--- config.mk ---
export PLATFORM = sky130hd
export DESIGN_NAME = key_autorepeat_tracker
export DESIGN_NICKNAME = d
export VERILOG_FILES = /design/src/rtl/core/kat_pkg.sv /design/src/rtl/core/kat_ram.sv /design/src/rtl/core/key_autorepeat_tracker.sv
export SDC_FILE = /design/constraint.sdc
export NUM_CORES = 1
export LEC_CHECK = 0
export BUFFER_PORTS_ARGS = -buffer_cell sky130_fd_sc_hd__buf_4
export CELL_PAD_IN_SITES_DETAIL_PLACEMENT = 0
export CELL_PAD_IN_SITES_GLOBAL_PLACEMENT = 1
export CORE_UTILIZATION = 30
export DETAILED_ROUTE_END_ITERATION = 10
export PLACE_DENSITY_LB_ADDON = 0.1
export SYNTH_ARGS = -nofsm -noshare
export SYNTH_HDL_FRONTEND = slang
export SYNTH_SLANG_ARGS = --single-unit
--- constraint.sdc ---
create_clock -name clk -period 10.4 [get_ports clk]
set_input_delay 2.08 -clock clk [delete_from_list [all_inputs] [get_ports clk]]
set_output_delay 2.08 -clock clk [all_outputs]
set_load 0.01 [all_outputs]
--- src/rtl/core/kat_pkg.sv ---
// Package for the key autorepeat tracker: sequencer states, register
// indexes, field widths and the packed table entry type.
// Used by key_autorepeat_tracker and its testbench; depends on nothing.
package kat_pkg;

    // Field widths of the event and the table entry.
    localparam int KEY_W   = 32;
    localparam int TIME_W  = 32;
    localparam int DELAY_W = 16;
    localparam int CNT_W   = 8;
    localparam int CFG_IDX_W = 8;

    // Configuration register indexes.
    localparam logic [CFG_IDX_W-1:0] CFG_FIRST_DELAY = 8'd0;
    localparam logic [CFG_IDX_W-1:0] CFG_REPEAT_IVL  = 8'd1;

    // Register reset values in milliseconds.
    localparam logic [DELAY_W-1:0] FIRST_DELAY_RST = 16'd300;
    localparam logic [DELAY_W-1:0] REPEAT_IVL_RST  = 16'd100;

    // Press count limits.
    localparam logic [CNT_W-1:0] CNT_ONE = 8'd1;
    localparam logic [CNT_W-1:0] CNT_MAX = 8'd255;

    // Event kinds.
    localparam logic MODE_PRESS   = 1'b0;
    localparam logic MODE_RELEASE = 1'b1;

    // One held-key entry as stored in the table memory.
    typedef struct packed {
        logic [KEY_W-1:0]  key;
        logic [TIME_W-1:0] last_time;
        logic [CNT_W-1:0]  press_count;
    } entry_t;

    localparam int ENTRY_W = $bits(entry_t);

    // Sequencer states.
    typedef enum logic [1:0] {
        ST_IDLE,
        ST_SCAN,
        ST_EXEC
    } state_t;

endpackage

--- src/rtl/core/kat_ram.sv ---
// Generic single-port synchronous RAM with a registered read port.
// Used by key_autorepeat_tracker for the held-key table; no dependencies.
module kat_ram #(
    parameter int WIDTH = 72,
    parameter int DEPTH = 8
) (
    input  logic                                   clk,
    input  logic                                   we,
    input  logic [(DEPTH > 1 ? $clog2(DEPTH) : 1)-1:0] addr,
    input  logic [WIDTH-1:0]                       wdata,
    output logic [WIDTH-1:0]                       rdata
);

    logic [WIDTH-1:0] mem [DEPTH];

    // Write on enable; the read data is registered every cycle.
    always_ff @(posedge clk)
    begin
        if (we)
        begin
            mem[addr] <= wdata;
        end
        rdata <= mem[addr];
    end

endmodule

--- src/rtl/core/key_autorepeat_tracker.sv ---
// Key autorepeat tracker. An accepted item walks the whole table through the single memory
// port, one entry read per cycle, and checks each entry as its registered read data returns;
// the update step then updates the table and loads the output register, waiting on out_stall.
// A new item is accepted only in idle, after the previous item's result has been registered.
// Reset: asynchronous, active low; clears all entry valid bits and loads the
// delay registers with 300 ms and 100 ms. Table memory contents are not reset.
module key_autorepeat_tracker #(
    parameter int HELD_KEYS = 8
) (
    input  logic                               clk,
    input  logic                               rst_n,
    // Event input channel.
    input  logic                               in_valid,
    output logic                               in_stall,
    input  logic                               mode,
    input  logic [kat_pkg::KEY_W-1:0]          key_code,
    input  logic [kat_pkg::TIME_W-1:0]         event_time,
    // Action output channel.
    output logic                               out_valid,
    input  logic                               out_stall,
    output logic                               act_valid,
    output logic [kat_pkg::KEY_W-1:0]          act_key,
    output logic                               act_repeat,
    output logic                               table_full_drop,
    // Configuration write channel.
    input  logic                               cfg_valid,
    output logic                               cfg_ready,
    input  logic [kat_pkg::CFG_IDX_W-1:0]      cfg_index,
    input  logic [kat_pkg::DELAY_W-1:0]        cfg_data
);

    localparam int AW = (HELD_KEYS > 1) ? $clog2(HELD_KEYS) : 1;
    localparam logic [AW-1:0] LAST_IDX = AW'(HELD_KEYS - 1);

    // Configuration registers.
    logic [kat_pkg::DELAY_W-1:0] first_delay_reg;
    logic [kat_pkg::DELAY_W-1:0] repeat_ivl_reg;

    // Sequencer and latched item.
    kat_pkg::state_t             state_reg, state_next;
    logic                        mode_reg, mode_next;
    logic [kat_pkg::KEY_W-1:0]   key_reg, key_next;
    logic [kat_pkg::TIME_W-1:0]  time_reg, time_next;

    // Table walk.
    logic [AW-1:0]               scan_addr_reg, scan_addr_next;
    logic                        issue_done_reg, issue_done_next;
    logic                        rd_pend_reg, rd_pend_next;
    logic [AW-1:0]               rd_idx_reg, rd_idx_next;
    logic                        found_reg, found_next;
    logic [AW-1:0]               hit_idx_reg, hit_idx_next;
    logic [kat_pkg::TIME_W-1:0]  hit_time_reg, hit_time_next;
    logic [kat_pkg::CNT_W-1:0]   hit_cnt_reg, hit_cnt_next;
    logic                        free_found_reg, free_found_next;
    logic [AW-1:0]               free_idx_reg, free_idx_next;
    logic [HELD_KEYS-1:0]        valid_reg, valid_next;

    // Output register.
    logic                        out_valid_reg, out_valid_next;
    logic                        act_valid_reg, act_valid_next;
    logic [kat_pkg::KEY_W-1:0]   act_key_reg, act_key_next;
    logic                        act_repeat_reg, act_repeat_next;
    logic                        drop_reg, drop_next;

    // Memory port.
    logic                        ram_we;
    logic [AW-1:0]               ram_addr;
    kat_pkg::entry_t             ram_wdata;
    kat_pkg::entry_t             ram_rdata;

    // Update-step arithmetic.
    logic [kat_pkg::DELAY_W-1:0] delay;
    logic [kat_pkg::TIME_W-1:0]  elapsed;
    logic                        due;
    logic                        out_free;
    logic                        in_accept;

    kat_ram #(
        .WIDTH (kat_pkg::ENTRY_W),
        .DEPTH (HELD_KEYS)
    ) u_table (
        .clk   (clk),
        .we    (ram_we),
        .addr  (ram_addr),
        .wdata (ram_wdata),
        .rdata (ram_rdata)
    );

    assign in_stall        = (state_reg != kat_pkg::ST_IDLE);
    assign in_accept       = in_valid && !in_stall;
    assign cfg_ready       = 1'b1;
    assign out_valid       = out_valid_reg;
    assign act_valid       = act_valid_reg;
    assign act_key         = act_key_reg;
    assign act_repeat      = act_repeat_reg;
    assign table_full_drop = drop_reg;

    // The output register can take a new result when empty or being drained.
    assign out_free = !out_valid_reg || !out_stall;

    // Repeat due test: wrapped elapsed time against the current delay.
    assign delay   = (hit_cnt_reg == kat_pkg::CNT_ONE) ? first_delay_reg : repeat_ivl_reg;
    assign elapsed = time_reg - hit_time_reg;
    assign due     = (elapsed >= {{(kat_pkg::TIME_W - kat_pkg::DELAY_W){1'b0}}, delay});

    // Configuration writes.
    always_ff @(posedge clk or negedge rst_n)
    begin
        if (!rst_n)
        begin
            first_delay_reg <= kat_pkg::FIRST_DELAY_RST;
            repeat_ivl_reg  <= kat_pkg::REPEAT_IVL_RST;
        end
        else if (cfg_valid && cfg_ready)
        begin
            if (cfg_index == kat_pkg::CFG_FIRST_DELAY)
            begin
                first_delay_reg <= cfg_data;
            end
            else if (cfg_index == kat_pkg::CFG_REPEAT_IVL)
            begin
                repeat_ivl_reg <= cfg_data;
            end
        end
    end

    // Next state, table walk and update step.
    always_comb
    begin
        state_next      = state_reg;
        mode_next       = mode_reg;
        key_next        = key_reg;
        time_next       = time_reg;
        scan_addr_next  = scan_addr_reg;
        issue_done_next = issue_done_reg;
        rd_pend_next    = 1'b0;
        rd_idx_next     = rd_idx_reg;
        found_next      = found_reg;
        hit_idx_next    = hit_idx_reg;
        hit_time_next   = hit_time_reg;
        hit_cnt_next    = hit_cnt_reg;
        free_found_next = free_found_reg;
        free_idx_next   = free_idx_reg;
        valid_next      = valid_reg;
        out_valid_next  = out_valid_reg && out_stall;
        act_valid_next  = act_valid_reg;
        act_key_next    = act_key_reg;
        act_repeat_next = act_repeat_reg;
        drop_next       = drop_reg;
        ram_we          = 1'b0;
        ram_addr        = scan_addr_reg;
        ram_wdata       = '{key: key_reg, last_time: time_reg, press_count: kat_pkg::CNT_ONE};

        unique case (state_reg)
            kat_pkg::ST_IDLE:
            begin
                if (in_accept)
                begin
                    mode_next       = mode;
                    key_next        = key_code;
                    time_next       = event_time;
                    scan_addr_next  = '0;
                    issue_done_next = 1'b0;
                    found_next      = 1'b0;
                    free_found_next = 1'b0;
                    state_next      = kat_pkg::ST_SCAN;
                end
            end

            kat_pkg::ST_SCAN:
            begin
                // Issue one read per cycle until every entry has been asked for.
                if (!issue_done_reg)
                begin
                    rd_pend_next = 1'b1;
                    rd_idx_next  = scan_addr_reg;
                    if (scan_addr_reg == LAST_IDX)
                    begin
                        issue_done_next = 1'b1;
                    end
                    else
                    begin
                        scan_addr_next = scan_addr_reg + AW'(1);
                    end
                end

                // Check the entry read last cycle; keep the lowest hit and free slot.
                if (rd_pend_reg)
                begin
                    if (valid_reg[rd_idx_reg])
                    begin
                        if (!found_reg && ram_rdata.key == key_reg)
                        begin
                            found_next    = 1'b1;
                            hit_idx_next  = rd_idx_reg;
                            hit_time_next = ram_rdata.last_time;
                            hit_cnt_next  = ram_rdata.press_count;
                        end
                    end
                    else if (!free_found_reg)
                    begin
                        free_found_next = 1'b1;
                        free_idx_next   = rd_idx_reg;
                    end
                    if (rd_idx_reg == LAST_IDX)
                    begin
                        state_next = kat_pkg::ST_EXEC;
                    end
                end
            end

            kat_pkg::ST_EXEC:
            begin
                ram_addr = found_reg ? hit_idx_reg : free_idx_reg;
                if (out_free)
                begin
                    state_next      = kat_pkg::ST_IDLE;
                    out_valid_next  = 1'b1;
                    act_valid_next  = 1'b0;
                    act_key_next    = '0;
                    act_repeat_next = 1'b0;
                    drop_next       = 1'b0;
                    if (mode_reg == kat_pkg::MODE_PRESS)
                    begin
                        if (found_reg)
                        begin
                            // Held key: repeat once the delay has passed.
                            if (due)
                            begin
                                ram_we                = 1'b1;
                                ram_wdata.press_count = (hit_cnt_reg == kat_pkg::CNT_MAX)
                                                        ? hit_cnt_reg
                                                        : hit_cnt_reg + kat_pkg::CNT_ONE;
                                act_valid_next        = 1'b1;
                                act_key_next          = key_reg;
                                act_repeat_next       = 1'b1;
                            end
                        end
                        else if (free_found_reg)
                        begin
                            // New key takes the lowest free slot.
                            ram_we                  = 1'b1;
                            valid_next[free_idx_reg] = 1'b1;
                            act_valid_next          = 1'b1;
                            act_key_next            = key_reg;
                        end
                        else
                        begin
                            drop_next = 1'b1;
                        end
                    end
                    else if (found_reg)
                    begin
                        valid_next[hit_idx_reg] = 1'b0;
                    end
                end
            end

            default:
            begin
                state_next = kat_pkg::ST_IDLE;
            end
        endcase
    end

    // Control registers.
    always_ff @(posedge clk or negedge rst_n)
    begin
        if (!rst_n)
        begin
            state_reg      <= kat_pkg::ST_IDLE;
            issue_done_reg <= 1'b0;
            rd_pend_reg    <= 1'b0;
            found_reg      <= 1'b0;
            free_found_reg <= 1'b0;
            valid_reg      <= '0;
            out_valid_reg  <= 1'b0;
        end
        else
        begin
            state_reg      <= state_next;
            issue_done_reg <= issue_done_next;
            rd_pend_reg    <= rd_pend_next;
            found_reg      <= found_next;
            free_found_reg <= free_found_next;
            valid_reg      <= valid_next;
            out_valid_reg  <= out_valid_next;
        end
    end

    // Payload registers.
    always_ff @(posedge clk)
    begin
        mode_reg       <= mode_next;
        key_reg        <= key_next;
        time_reg       <= time_next;
        scan_addr_reg  <= scan_addr_next;
        rd_idx_reg     <= rd_idx_next;
        hit_idx_reg    <= hit_idx_next;
        hit_time_reg   <= hit_time_next;
        hit_cnt_reg    <= hit_cnt_next;
        free_idx_reg   <= free_idx_next;
        act_valid_reg  <= act_valid_next;
        act_key_reg    <= act_key_next;
        act_repeat_reg <= act_repeat_next;
        drop_reg       <= drop_next;
    end

`ifndef SYNTH
    // An accepted item always starts a table walk.
    a_accept_scans: assert property (@(posedge clk) disable iff (!rst_n)
        in_accept |=> (state_reg == kat_pkg::ST_SCAN))
        else $error("accepted item did not start a table walk");

    // Table writes happen only in the update step, and leave the entry valid.
    a_write_in_exec: assert property (@(posedge clk) disable iff (!rst_n)
        ram_we |-> (state_reg == kat_pkg::ST_EXEC) && out_free)
        else $error("table written outside the update step");

    a_write_valid: assert property (@(posedge clk) disable iff (!rst_n)
        ram_we |=> valid_reg[$past(ram_addr)])
        else $error("written entry is not marked valid");

    // A dropped press never carries an action, and a repeat is always an action.
    a_drop_excl: assert property (@(posedge clk) disable iff (!rst_n)
        out_valid |-> !(act_valid && table_full_drop) && (act_valid || !act_repeat))
        else $error("inconsistent result flags");

    // A hit found during the walk must point at a valid entry.
    a_hit_valid: assert property (@(posedge clk) disable iff (!rst_n)
        (state_reg == kat_pkg::ST_EXEC) && found_reg |-> valid_reg[hit_idx_reg])
        else $error("hit entry is not valid");
`endif

endmodule

==> summary.txt <==
Synthesis
  • Top cell type by total area after synthesis: edfxtp_1
  • Ys flop type: edfxtp_1
  • Post-synthesis mux area share: 2.027%
  • Post-synthesis instance total: between 2,000 and 2,500
  • Post-synthesis compound-gate area fraction: 10.13%
  • FF+latch count, synth: around 850
  • Post-synthesis async set-or-reset flop share: about 5.5%
  • Largest family of logic cells by synthesized area: compound AO/OA/AOI/OAI gates
  • Synth Area in Adders: 2.027%
  • Cell variety after synth: a little under 80
  • Top-area cell type share of the netlist area: 67.32%
  • Syn_nets: ~2,200
  • Area contributors post-synth: edfxtp_1, a22oi_1, dfxtp_1
  • Post-synth EDFFs: around 730
  • Most numerous cell in the Yosys netlist: edfxtp_1
  • Top post-synthesis cells by count: edfxtp_1, a22oi_1, nand2_1, a21oi_1, clkbuf_1
  • Syn. warnings: 0
  • Xor and xnor fraction of the mapped netlist area: 1.510%
  • Synth Cell Area: ~0.032 mm2
  • Sequential area share after synthesis: between 70% and 80%
  • Syn avg cell area: 15.73 um2
  • Synth Area in Simple Gates: 7.005%

Timing
  • Fin. max-slew vios: 0
  • WHS: 0.4027 ns
  • Crit share post-route: between 60% and 70%
  • Total negative slack: 0 ns
  • Fmax: roughly 0.16 GHz
  • Clock skew: about 0.023 ns
  • Setup ws final: between 3 and 4 ns
  • Final hold vios: 0
  • Final min period: around 6.4 ns
  • RSZ-0062 raised after global routing: false
  • Worst rel slew slack: between 20 and 25%
  • Slew @ Worst Pin: 1.151 ns
  • Final setup vio count: 0

Clock network
  • Skew-Pair Late Insertion Delay: about 0.67 ns
  • Clk pin slew, worst setup/hold paths: about 0.06 ns
  • Root Buffer: clkbuf_16
  • # H-tree levels: 3
  • TritonCTS Sinks: between 800 and 900
  • Hold buffers post-CTS: 0
  • Post-CTS sizing: 0
  • CTS Buf Count: 95
  • CTS tree: yes
  • Clock tree buffer depth: 3
  • Post-CTS setup buffer count: 0

Layout
  • Top reg by flops: u_table.mem
  • Final #Nets: about 2,400
  • Biggest regs: u_table.mem: 576 flops, u_table.rdata: 72 flops
  • Final Instance Count excl. Fillers: ~3,700
  • Final Util: a little over a third
  • Share of cells above drive strength 1: between 15 and 20%
  • Finished Cell Area: between 0.03 and 0.04 mm2
  • Area grow syn2layout: 18.08%
  • Largest register FFs: 576

Worst setup path
  • Crit. path cell count: 20
  • Critical path arrival: approximately 6.7 ns
  • CP cell instances: inv_1 -> ha_1 -> fa_1 -> nand2b_1 -> a21oi_1 -> nor2_1 -> o21ai_0 -> a31oi_1 -> xnor2_1 -> ha_1 -> nand3_1 -> nand2_1 -> o41ai_1 -> nand4_1 -> a211o_1 -> or4_4 -> nor4_4 -> buf_4 -> nor3b_2 -> buf_4
  • Slowest stage delay, CP: between 0.7 and 0.8 ns
  • WP data required: between 10 and 15 ns
  • Worst Path Buf+Inv: 3
  • Crit Path Class: register to register
  • CP max-delay cell: o41ai_1
  • Critical path endpoint: u_table.mem[7][9]$_DFFE_PP_
  • R2R Setup Slk: 3.95 ns
  • Maximum fanout along the worst path: between 50 and 60
  • Crit path capture type: register
  • Top delay family on crit path: compound AO/OA/AOI/OAI gates
  • Start of the worst register-to-register path: time_reg[0]$_DFFE_PP_
  • Startpoint types: register
  • CP startpoint: time_reg[0]$_DFFE_PP_
  • Reg2Reg Depth: 20
  • R2R Path End: u_table.mem[7][9]$_DFFE_PP_

Flow run
  • Max Cap Viol: 0

Global route
  • Vias in the first global route: approximately 19,000
  • First-pass GRT wire length: between 100,000 and 150,000 um
  • GRT Resource Usage Total: approximately 17%
  • Global route total overflow: 0
  • Largest net degree at the start of global routing: 59
  • Initial antenna violation count: 3

Power and ir drop
  • LEAKAGE: approximately 13 nW
  • Total power: 9.500 mW
  • Peak VDD IR: 0.0001427 V
  • P per Cell Area: around 250 mW/mm2

Status
  • Status: finished clean

Floorplan
  • Die H: approximately 330 um
  • Starting Density: roughly 30%
  • Die Wd: 331.0 um
  • Io pins: between 100 and 150
  • Core ar.: 0.1072 mm2
  • FP Rows: 120
  • Die Area: ~0.11 mm2

Detailed routing
  • Routed WL: a little over 90,000 um
  • Via-to-Cell Ratio: 5.012
  • DR vias: between 15,000 and 20,000
  • Drt first-iter violations: ~1,200
  • WL/cell: 24.63 um
  • Final ANT Viol Nets: 0
  • Pre-antenna DRT Iters: 5
  • Remaining DRCs: 0

Placement
  • IO Port Bufs: 130
  • Pre-CTS WS: roughly 3.8 ns
  • Post-DP HPWL: 51,940 um
  • RePlAce Congestion: between 0.8 and 0.9
  • Placed Cells: 3,542
  • DP Area: about 0.035 mm2

Min path
  • HP Class: register to register
-- worst min-delay path by stage --
stage,start,to,slack [ns],cells past startpoint
finish,u_table.rdata[28]$_DFF_P_,hit_time_reg[20]$_DFFE_PP_,0.40,0
global route,u_table.rdata[1]$_DFF_P_,hit_cnt_reg[1]$_DFFE_PP_,0.41,0
CTS,u_table.rdata[28]$_DFF_P_,hit_time_reg[20]$_DFFE_PP_,0.40,0
detailed placement,u_table.rdata[25]$_DFF_P_,hit_time_reg[17]$_DFFE_PP_,0.39,0
global placement,u_table.rdata[32]$_DFF_P_,hit_time_reg[24]$_DFFE_PP_,0.39,0
floorplan,u_table.rdata[0]$_DFF_P_,hit_cnt_reg[0]$_DFFE_PP_,0.39,0
-- cell type report --
class	count	area [um2]
fill	10280	68860
sequential	847	24490
multi-input combinational	1076	7505
clock buffer	134	2666
tap	1403	1755
timing repair buffer	172	1291
clock inverter	46	465.4
inverter	44	167.7
antenna	2	5.005
-- report_power, final --
part | leakage [nW] | switching [mW] | internal, mW
sequential | 7.70 | 0.196 | 4.03
clock | 1.53 | 1.36 | 1.97
combinational | 3.86 | 1.31 | 0.626
total | 13.1 | 2.87 | 6.63
-- routing by layer --
layer	vias up	global-route usage, %	routed length, um
li1	8476	-	-
met1	9663	22.60	41880
met2	427	27.91	44220
met3	97	2.628	4013
met4	0	4.547	1622
met5	-	0	0
-- cell families (layout without fill, tap and decap cells) --
kind of cell / count (synthesis) / count (layout)
AO/OA/AOI/OAI: 476 / 476
XOR/XNOR: 56 / 56
adder cells (fa/ha/maj): 52 / 52
buffers and inverters: 141 / 396
flip-flops: 847 / 847
multiplexers: 59 / 59
other: 1 / 3
AND/OR/NAND/NOR: 432 / 432
-- placed cells by master, fill, tap and decap left out, drive strengths merged, types with 34 or more instances in the layout --
| master | instances |
|---|---|
| nand4 | 52 |
| dfxtp | 72 |
| a21oi | 106 |
| inv | 47 |
| nor2 | 51 |
| mux2 | 34 |
| ha | 51 |
| clkbuf | 134 |
| dfrtp | 40 |
| o21ai | 56 |
| buf | 172 |
| a22oi | 196 |
| nand2 | 169 |
| edfxtp | 728 |
-- worst register-to-register path: cells and delay by family, from the launching register on --
family	cells	cell delay, ns
xor gates and xnor gates	1	0.16
and+or+nand+nor	8	1.51
AOI/OAI and AO/OA	5	1.73
DFF	1	0.50
adders and majority gates	3	0.97
buffers and inverters	3	1.16
No activity file was read; power rests on OpenSTA's default activity.
